**config.mk**
```make
export PLATFORM = sky130hd
export DESIGN_NAME = ps2_mouse_packet_decoder
export DESIGN_NICKNAME = d
export VERILOG_FILES = /design/src/hdl/ps2md_pkg.sv /design/src/hdl/ps2md_frame.sv /design/src/hdl/ps2_mouse_packet_decoder.sv
export VERILOG_INCLUDE_DIRS = /design/src /design/src/hdl
export SDC_FILE = /design/constraint.sdc
export NUM_CORES = 1
export LEC_CHECK = 0
export BUFFER_PORTS_ARGS = -buffer_cell sky130_fd_sc_hd__buf_2
export CORE_MARGIN = 2
export CORE_UTILIZATION = 40
export DETAILED_ROUTE_END_ITERATION = 10
export PLACE_DENSITY = 0.68
export SYNTH_ARGS = -nofsm -noshare
export SYNTH_HDL_FRONTEND = slang
export SYNTH_HIERARCHICAL = 1
export SYNTH_SLANG_ARGS = --single-unit
```
**constraint.sdc**
```tcl
create_clock -name aclk -period 3 [get_ports aclk]
set_input_delay 0.3 -clock aclk [delete_from_list [all_inputs] [get_ports aclk]]
set_output_delay 0.3 -clock aclk [all_outputs]
set_load 0.02 [all_outputs]
```
**src/hdl/assert_macros.svh**
```systemverilog
// Assertion helpers included by the top-level decoder RTL.
`ifndef ASSERT_MACROS_SVH
`define ASSERT_MACROS_SVH

// Checked at every rising edge of aclk while reset is released.
`define ASSERT_CLK(lbl, prop, msg) \
    lbl: assert property (@(posedge aclk) disable iff (!aresetn) prop) else $error(msg);

// Checked at every rising edge of aclk, reset cycles included.
`define ASSERT_ALWAYS(lbl, prop, msg) \
    lbl: assert property (@(posedge aclk) prop) else $error(msg);

`endif

```
**src/hdl/ps2md_pkg.sv**
```systemverilog
`default_nettype none

package ps2md_pkg;

    localparam int BYTE_W = 8;
    localparam int TDATA_W = 32;

    // Header bit positions.
    localparam int HDR_SYNC_BIT  = 3;
    localparam int HDR_XSIGN_BIT = 4;
    localparam int HDR_YSIGN_BIT = 5;
    localparam int BTN_W = 3;

    typedef logic [1:0] byte_cnt_t;

    // Count value at which the arriving word closes a packet.
    localparam byte_cnt_t LAST_IDX_STD   = 2'd2;
    localparam byte_cnt_t LAST_IDX_WHEEL = 2'd3;

    typedef struct packed {
        logic                has_wheel;
        logic [BTN_W-1:0]    button_bits;
        logic signed [7:0]   delta_wheel;
        logic signed [9:0]   delta_y;
        logic signed [8:0]   delta_x;
    } result_t;

endpackage

`default_nettype wire

```
**src/hdl/ps2md_frame.sv**
```systemverilog
`default_nettype none

module ps2md_frame (
    input  wire logic                    aclk,
    input  wire logic                    aresetn,
    input  wire logic                    in_valid,
    input  wire logic [7:0]              in_byte,
    input  wire logic                    advance,
    input  wire logic                    wheel_mode,
    output      logic                    complete,
    output      ps2md_pkg::result_t      result
);
    import ps2md_pkg::*;

    byte_cnt_t        count_reg;
    byte_cnt_t        count_next;
    logic [BYTE_W-1:0] pkt_reg [3];
    byte_cnt_t        last_idx;
    logic             drop;
    logic             closes;
    logic [BYTE_W-1:0] byte2;
    logic [9:0]       y_ext;

    assign last_idx = wheel_mode ? LAST_IDX_WHEEL : LAST_IDX_STD;
    // A first word without the sync bit is not a header and is thrown away.
    assign drop     = (count_reg == 2'd0) && !in_byte[HDR_SYNC_BIT];
    assign closes   = (count_reg >= last_idx);
    assign complete = in_valid && !drop && closes;

    always_comb begin
        count_next = count_reg;
        if (in_valid && advance && !drop) begin
            if (closes) begin
                count_next = 2'd0;
            end else begin
                count_next = count_reg + 2'd1;
            end
        end
    end

    always_ff @(posedge aclk) begin
        if (!aresetn) begin
            count_reg <= 2'd0;
        end else begin
            count_reg <= count_next;
        end
        if (in_valid && advance && !drop && !closes) begin
            pkt_reg[count_reg] <= in_byte;
        end
    end

    // The third byte is the live word when a standard packet closes.
    assign byte2 = (count_reg == 2'd2) ? in_byte : pkt_reg[2];
    assign y_ext = {{2{pkt_reg[0][HDR_YSIGN_BIT]}}, byte2};

    always_comb begin
        result.delta_x     = {pkt_reg[0][HDR_XSIGN_BIT], pkt_reg[1]};
        result.delta_y     = 10'd0 - y_ext;
        result.delta_wheel = wheel_mode ? in_byte : 8'd0;
        result.button_bits = pkt_reg[0][BTN_W-1:0];
        result.has_wheel   = wheel_mode;
    end

endmodule

`default_nettype wire

```
**src/hdl/ps2_mouse_packet_decoder.sv**
```systemverilog
`default_nettype none

// PS/2 mouse packet decoder. Raw mouse-port bytes enter on the s_ stream one
// word at a time; a first byte must carry header bit 3 or it is discarded.
// Three bytes (or four when wheel_mode is set through the cfg_ port) form a
// packet, which leaves on the m_ stream as one decoded word: 9-bit X, Y
// negated to screen direction, wheel delta and the three button bits. The
// block takes one byte per clock while no packet-closing byte waits on a
// held result. The last byte of a packet is captured in the input register;
// the decoded word is then loaded into the result register and m_tvalid
// rises. The input register keeps accepting while a result waits to be
// taken, and only a packet-closing byte stalls behind a held result.
// wheel_mode should be changed only while the block is idle.
module ps2_mouse_packet_decoder (
    input  wire logic        aclk,
    input  wire logic        aresetn,
    // s_tdata: [7:0] aux_byte
    input  wire logic        s_tvalid,
    output      logic        s_tready,
    input  wire logic [7:0]  s_tdata,
    // m_tdata: [8:0] delta_x, [18:9] delta_y, [26:19] delta_wheel,
    // [29:27] button_bits, [30] has_wheel, [31] zero
    output      logic        m_tvalid,
    input  wire logic        m_tready,
    output      logic [ps2md_pkg::TDATA_W-1:0] m_tdata,
    // cfg_data: wheel_mode
    input  wire logic        cfg_valid,
    output      logic        cfg_ready,
    input  wire logic        cfg_data
);
    import ps2md_pkg::*;

    `include "assert_macros.svh"

    logic              in_valid_reg;
    logic [BYTE_W-1:0] in_byte_reg;
    logic              m_tvalid_reg;
    result_t           result_reg;
    logic              wheel_mode_reg;
    logic              out_free;
    logic              in_advance;
    logic              frame_complete;
    result_t           frame_result;

    assign cfg_ready  = 1'b1;
    assign out_free   = !m_tvalid_reg || m_tready;
    assign in_advance = !frame_complete || out_free;
    assign s_tready   = !in_valid_reg || in_advance;

    ps2md_frame u_frame (
        .aclk       (aclk),
        .aresetn    (aresetn),
        .in_valid   (in_valid_reg),
        .in_byte    (in_byte_reg),
        .advance    (in_advance),
        .wheel_mode (wheel_mode_reg),
        .complete   (frame_complete),
        .result     (frame_result)
    );

    always_ff @(posedge aclk) begin
        if (!aresetn) begin
            in_valid_reg   <= 1'b0;
            m_tvalid_reg   <= 1'b0;
            wheel_mode_reg <= 1'b0;
        end else begin
            if (s_tready) begin
                in_valid_reg <= s_tvalid;
            end
            if (frame_complete && in_advance) begin
                m_tvalid_reg <= 1'b1;
            end else if (m_tready) begin
                m_tvalid_reg <= 1'b0;
            end
            if (cfg_valid && cfg_ready) begin
                wheel_mode_reg <= cfg_data;
            end
        end
        if (s_tvalid && s_tready) begin
            in_byte_reg <= s_tdata;
        end
        if (frame_complete && in_advance) begin
            result_reg <= frame_result;
        end
    end

    assign m_tvalid = m_tvalid_reg;
    assign m_tdata  = {1'b0, result_reg};

    `ASSERT_ALWAYS(a_reset_clears, !aresetn |=> !in_valid_reg && !m_tvalid_reg, "valid not cleared by reset")
    `ASSERT_CLK(a_no_overwrite, m_tvalid_reg && !m_tready |-> !(frame_complete && in_advance), "held result overwritten")
    `ASSERT_CLK(a_result_issued, frame_complete && in_advance |=> m_tvalid_reg, "closed packet gave no result")

endmodule

`default_nettype wire

```
[After elaboration in Yosys (flattened, before gate mapping)]
Memories as Yosys holds them, arrays and structs flattened. A register that Yosys moved wholly into a read port is not among the register bits.
Index checks and enable logic that the tools add are counted.
Storage, ports and cells
  input port bits: 14
  memories kept: 1
  output and inout port bits: 35
  register bits: 44
  bits in writable memories: 24
Operators by class
  eq/ne operators: 1
  $add $sub $neg: 2
  multiplexer cells: 7
  reduce and logical (&&, ||, !) cells: 19
  $lt $le $gt $ge: 1
Memory list
  u_frame.pkt_reg: depth 3, bits a word 8, rd ports 3, clocked after memory_dff 1, wr ports 1, line ps2md_frame.sv:17  | logic [BYTE_W-1:0] pkt_reg [3];
Operators with widths (count)
  subtractor 1 x 9 -> 10 bit, first input constant: 1
  logical AND 1 bit: 8
  2-to-1 mux 8 bit: 1
  zero test 1 bit: 6
  2-to-1 mux 1 bit: 5
  logical OR 1 bit: 3
  adder 2 x 1 -> 2 bit, second input constant: 1
  equality test 2 bit, second input constant: 1
  greater-or-equal comparator 2 bit: 1
  zero test 2 bit: 1
  2-to-1 mux 2 bit: 1
  nonzero test 2 bit: 1

[Depth between registers and ports, before layout]
  depth after elaboration: 12
  gate-level depth with buffers: 10
  gate-level depth less buffers: 10

[Modules after synthesis]
The synthesis kept the hierarchy.
By module, submodules not included
  ps2_mouse_packet_decoder: cells an instance 56, instances 1, area each 1330.0 µm²
  ps2md_frame: cells an instance 97, instances 1, area each 1211.2 µm²

[Worst setup path before layout]
Ideal clock, no wire load.
  kind: register -> register
  start point: reg u_frame.count_reg[0]
  end point: reg, netlist name m_tdata[0]
  clock period less this slack: 2.488 ns
  buffers on the path: 0
  arrival: 2.093 ns
  stages on the path, launching flop included: 7
  path slack: 0.512 ns
  path through: dfxtp_1 inv_1 ha_1 nand2b_1 nand2_1 nor3_1 nor2b_2
On the way
  longest elaborated chain between the ends: 8
RTL lines
  from (decl): line ps2md_frame.sv:15  | byte_cnt_t count_reg;
  from (signal assigned): line ps2md_frame.sv:45  | count_reg <= count_next;
  zero test 2 bit: line ps2md_frame.sv:26  | assign drop = (count_reg == 2'd0) && !in_byte[HDR_SYNC_BIT];
  logical AND 1 bit: line ps2md_frame.sv:26
  zero test 1 bit: line ps2md_frame.sv:28  | assign complete = in_valid && !drop && closes;
  logical AND 1 bit: line ps2md_frame.sv:28
  logical AND 1 bit (*): line ps2md_frame.sv:28
  named net frame_complete: line ps2_mouse_packet_decoder.sv:42  | logic frame_complete;
  zero test 1 bit: line ps2_mouse_packet_decoder.sv:47  | assign in_advance = !frame_complete || out_free;
  logical OR 1 bit: line ps2_mouse_packet_decoder.sv:47
  logical AND 1 bit (*): line ps2_mouse_packet_decoder.sv:82  | if (frame_complete && in_advance) begin
Mark *: on every way through the listed nets, which the timed path passes. The rest lies on a longest branch.
A chain may end at the register's enable or synchronous reset.

[Final worst setup path]
  start point: reg wheel_mode_reg
  end point: mem u_frame.pkt_reg[2][0] (enable)
On the way
  longest elaborated chain between the ends: 10
RTL lines
  from (decl): line ps2_mouse_packet_decoder.sv:39  | logic wheel_mode_reg;
  from (signal assigned): line ps2_mouse_packet_decoder.sv:76  | wheel_mode_reg <= cfg_data;
  2-to-1 mux 1 bit: line ps2md_frame.sv:24  | assign last_idx = wheel_mode ? LAST_IDX_WHEEL : LAST_IDX_STD;
  greater-or-equal comparator 2 bit: line ps2md_frame.sv:27  | assign closes = (count_reg >= last_idx);
  logical AND 1 bit: line ps2md_frame.sv:28
  named net frame_complete: line ps2_mouse_packet_decoder.sv:42
  zero test 1 bit: line ps2_mouse_packet_decoder.sv:47
  logical OR 1 bit: line ps2_mouse_packet_decoder.sv:47
  named net in_advance: line ps2_mouse_packet_decoder.sv:41  | logic in_advance;
  logical AND 1 bit (3 in series): line ps2md_frame.sv:47  | if (in_valid && advance && !drop && !closes) begin
  2-to-1 mux 1 bit: line ps2md_frame.sv:47
  2-to-1 mux 1 bit (not written as such): line ps2md_frame.sv:48  | pkt_reg[count_reg] <= in_byte;
  to (decl): line ps2md_frame.sv:17
The timed path passes the listed nets, and every way through them passes these cells.

==> out/results.tsv <==
stage	metric	value	unit
clock_network	TritonCTS clock tree	done	
global_routing	Total Routing Usage GR	0.125	
global_routing	met2 usage	0.178	
layout	layout net count	222	
sta	period utilisation layout	0.797	
logic_synthesis	Yosys top cell by area	edfxtp_1	
logic_synthesis	Post-Synth XOR/XNOR Area	0.0276	
sta	endpoints failing hold	0	
clock_network	setup bufs post-CTS	0	
logic_synthesis	library cells used by synthesis	30	
logic_synthesis	syn nets	172	
logic_synthesis	count leader, synth	edfxtp_1	
logic_synthesis	post-synthesis mux area share	0.0355	
logic_synthesis	synth warn	6	
die	Die H	83.7	um
drt	post-route ant nets	0	
clock_network	CTS clk-pin slew, worst paths	0.07	ns
pwr	clock share of power	0.369	
pwr	Peak VDD IR	218	uV
logic_synthesis	ys flop type	edfxtp_1	
pwr	sw frac	0.220	
logic_synthesis	register area share after synthesis	0.748	
sta	unrepaired setup endpoints after global routing	no	
pwr	Cell Pwr Density	572	nW/um^2
die	Core ar.	6240	sq um
pwr	cell internal pwr	1.33	mW
drt	residual DRC count	0	
layout	fill count	548	
global_routing	grt met3 use	0.0613	
clock_network	Clock Path Buffers	2	
layout	share of layout cells above drive strength 1	0.322	
global_routing	M1 GR Usage	0.156	
pwr	combinational power share	0.028	
run_status	status	finished clean	
worst_setup_path	Required @ worst endpoint	3.00	ns
logic_synthesis	Post-Synth Simple-Gate Area	0.0926	
flow_run	max-cap violation count	0	
global_routing	GRT Max-Usage Layer	met2	
layout	Largest register FFs	31	
logic_synthesis	compound-gate portion of the synthesized area	0.0300	
clock_network	CTS sink cnt	65	
logic_synthesis	Area contributors post-synth	edfxtp_1, dfxtp_1, mux2i_1	
pwr	Switch Pwr	376	uW
sta	Hold WS	0.136	ns
logic_synthesis	Synth Area in Adders	0.0246	
global_routing	first-pass GRT wire length	6370	um
global_routing	vias in the first global route	1332	
clock_network	Num CTS Buffers	9	
clock_network	Post-CTS Hold Fix Bufs	0	
drt	DR vias/cell	4.69	
place	total placed cells including tap cells	269	
pwr	Leak	1.09	nW
clock_network	clock root buffer	clkbuf_8	
layout	Antenna Cells	0	
place	Placer Congestion	0.800	
global_routing	initial antenna violation count	0	
sta	Setup TNS	0	ns
layout	Non-Filler Instances	285	
layout	Area growth, synth to finish	17.4	%
drt	via count	1336	
sta	f_max	418	MHz
worst_setup_path	startpoint types	register	
drt	drt first pass iters	5	
clock_network	H-tree levels	3	
drt	Wirelength per Cell	13.8	um
logic_synthesis	Yosys top cell area share	0.709	
place	hpwl dp	2760	um
die	Horiz. Die Dim	83.7	um
logic_synthesis	register bit total from synthesis	65	
global_routing	grt total ovfl	0	
sta	Final Setup Violations	0	
die	site row count	29	
drt	DRT iter0 DRCs	61	
sta	max-slew violations	0	
drt	drt total wl	3920	um
logic_synthesis	Post-synth EDFFs	60	
worst_setup_path	worst setup path category	register to register	
die	initial core utilization	0.407	
logic_synthesis	Syn Area/Cell	16.6	sq um
worst_setup_path	CP max FO	11	
logic_synthesis	most frequent cells after synthesis	edfxtp_1, and2_1, mux2i_1, buf_4, inv_1	
die	die area	7010	sq um
logic_synthesis	main combinational cell family by area after synthesis	simple AND/OR/NAND/NOR gates	
die	I/O pin count	49	
global_routing	pin count of the biggest net entering global routing	32	
pwr	Seq pwr share	0.603	
place	Port Buf Inserts	46	
worst_setup_path	endpoint class of the critical path	register	
logic_synthesis	Syn Inst Count	153	
min_path	HP Class	primary input to register	
sta	Period minus WS final	2.39	ns
logic_synthesis	area of the mapped netlist	2540	sq um
clock_network	clock latency on the worst-skew pair	0.34	ns
clock_network	CTS resizes	0	
worst_setup_path	CP arrival	2.39	ns
sta	Clock Skews	0.00668	ns
logic_synthesis	ys async rst share	0	
[layout by cell type (no fill, tap or decap), types with 2 or more instances in the layout]
cell        Yosys  layout
mux2i_1         9       9
nor2_1          5       5
nor2b_1         3       3
inv_1           7       7
nor3b_1         5       5
xnor2_1         4       4
ha_1            5       5
dfxtp_1         5       5
xor2_1          4       4
buf_2           0      46
a21oi_1         2       2
edfxtp_1       60      60
and2_1         12      12
buf_4           8       2
clkbuf_8        0       9
conb_1          2       2
nand2_1         3       3
a21boi_1        2       2
clkinvlp_4      0       4
nor3_1          4       4
[final timing paths]
kind                                    from                         endpoint  slack (ns)  cells past startpoint
max reg2reg      wheel_mode_reg$_SDFFE_PN0P_  u_frame/pkt_reg[2][0]$_DFFE_PP_        0.61                      8
max              wheel_mode_reg$_SDFFE_PN0P_  u_frame/pkt_reg[2][0]$_DFFE_PP_        0.61                      8
min reg2reg  u_frame/pkt_reg[0][0]$_DFFE_PP_            m_tdata[27]$_DFFE_PP_        0.42                      0
min                               s_tdata[5]         in_byte_reg[5]$_DFFE_PP_        0.14                      1
[worst max-delay path: stages (launching register included)]
cell and delay, ns:
dfxtp_1 0.50, ha_1 0.28, nand2b_1 0.19, nand2_1 0.09
nor3_1 0.08, nand2_1 0.08, inv_1 0.06, a2111oi_2 0.35
and2_1 0.43
[power groups by stage]
stage | Sequential [mW] | Combinational [mW] | Clock, mW
2_1_floorplan | 1.04 | 0.0377 | 0
3_3_place_gp | 1.05 | 0.0482 | 0
3_5_place_dp | 1.05 | 0.0491 | 0
4_1_cts | 1.03 | 0.0495 | 0.653
5_1_grt | 1.03 | 0.0549 | 0.693
6_report | 1.03 | 0.0485 | 0.629
[cells by family after synthesis]
kind of cell	after synthesis
flip-flops	65
AND/OR/NAND/NOR	38
buffers and inverters	16
AO/OA/AOI/OAI	10
multiplexers	9
XOR/XNOR	8
adder cells (fa/ha/maj)	5
other	2
[routing by layer]
| metal | routed length (um) | vias to the layer above | share of wire |
|---|---|---|---|
| met5 | 0 | - | 0 |
| met4 | 91 | 0 | 0.023 |
| met3 | 299 | 10 | 0.076 |
| met2 | 1810 | 45 | 0.46 |
| met1 | 1720 | 633 | 0.44 |
| li1 | - | 648 | - |
[per-stage QoR]
stage	util	setup WS, ns	instance area [sq um]	total power [mW]
final	0.478	0.610	2980	1.71
after global routing	0.478	0.358	2980	1.78
after CTS	0.478	0.626	2980	1.73
after detailed placement	0.450	0.649	2810	1.10
after global placement	0.450	0.742	2810	1.10
after floorplan	-	0.512	2540	1.08
[final cells by class]
type | instances | area, sq um | share of cell area
flip-flops and latches | 65 | 1900 | 0.638
multi-input cells | 72 | 542 | 0.182
repair buffers | 48 | 245 | 0.0822
clock buffers | 10 | 128 | 0.0428
well taps | 77 | 96.3 | 0.0323
clock inverters | 6 | 43.8 | 0.0147
inverters | 7 | 26.3 | 0.00881
No activity file was read; power rests on OpenSTA's default activity.
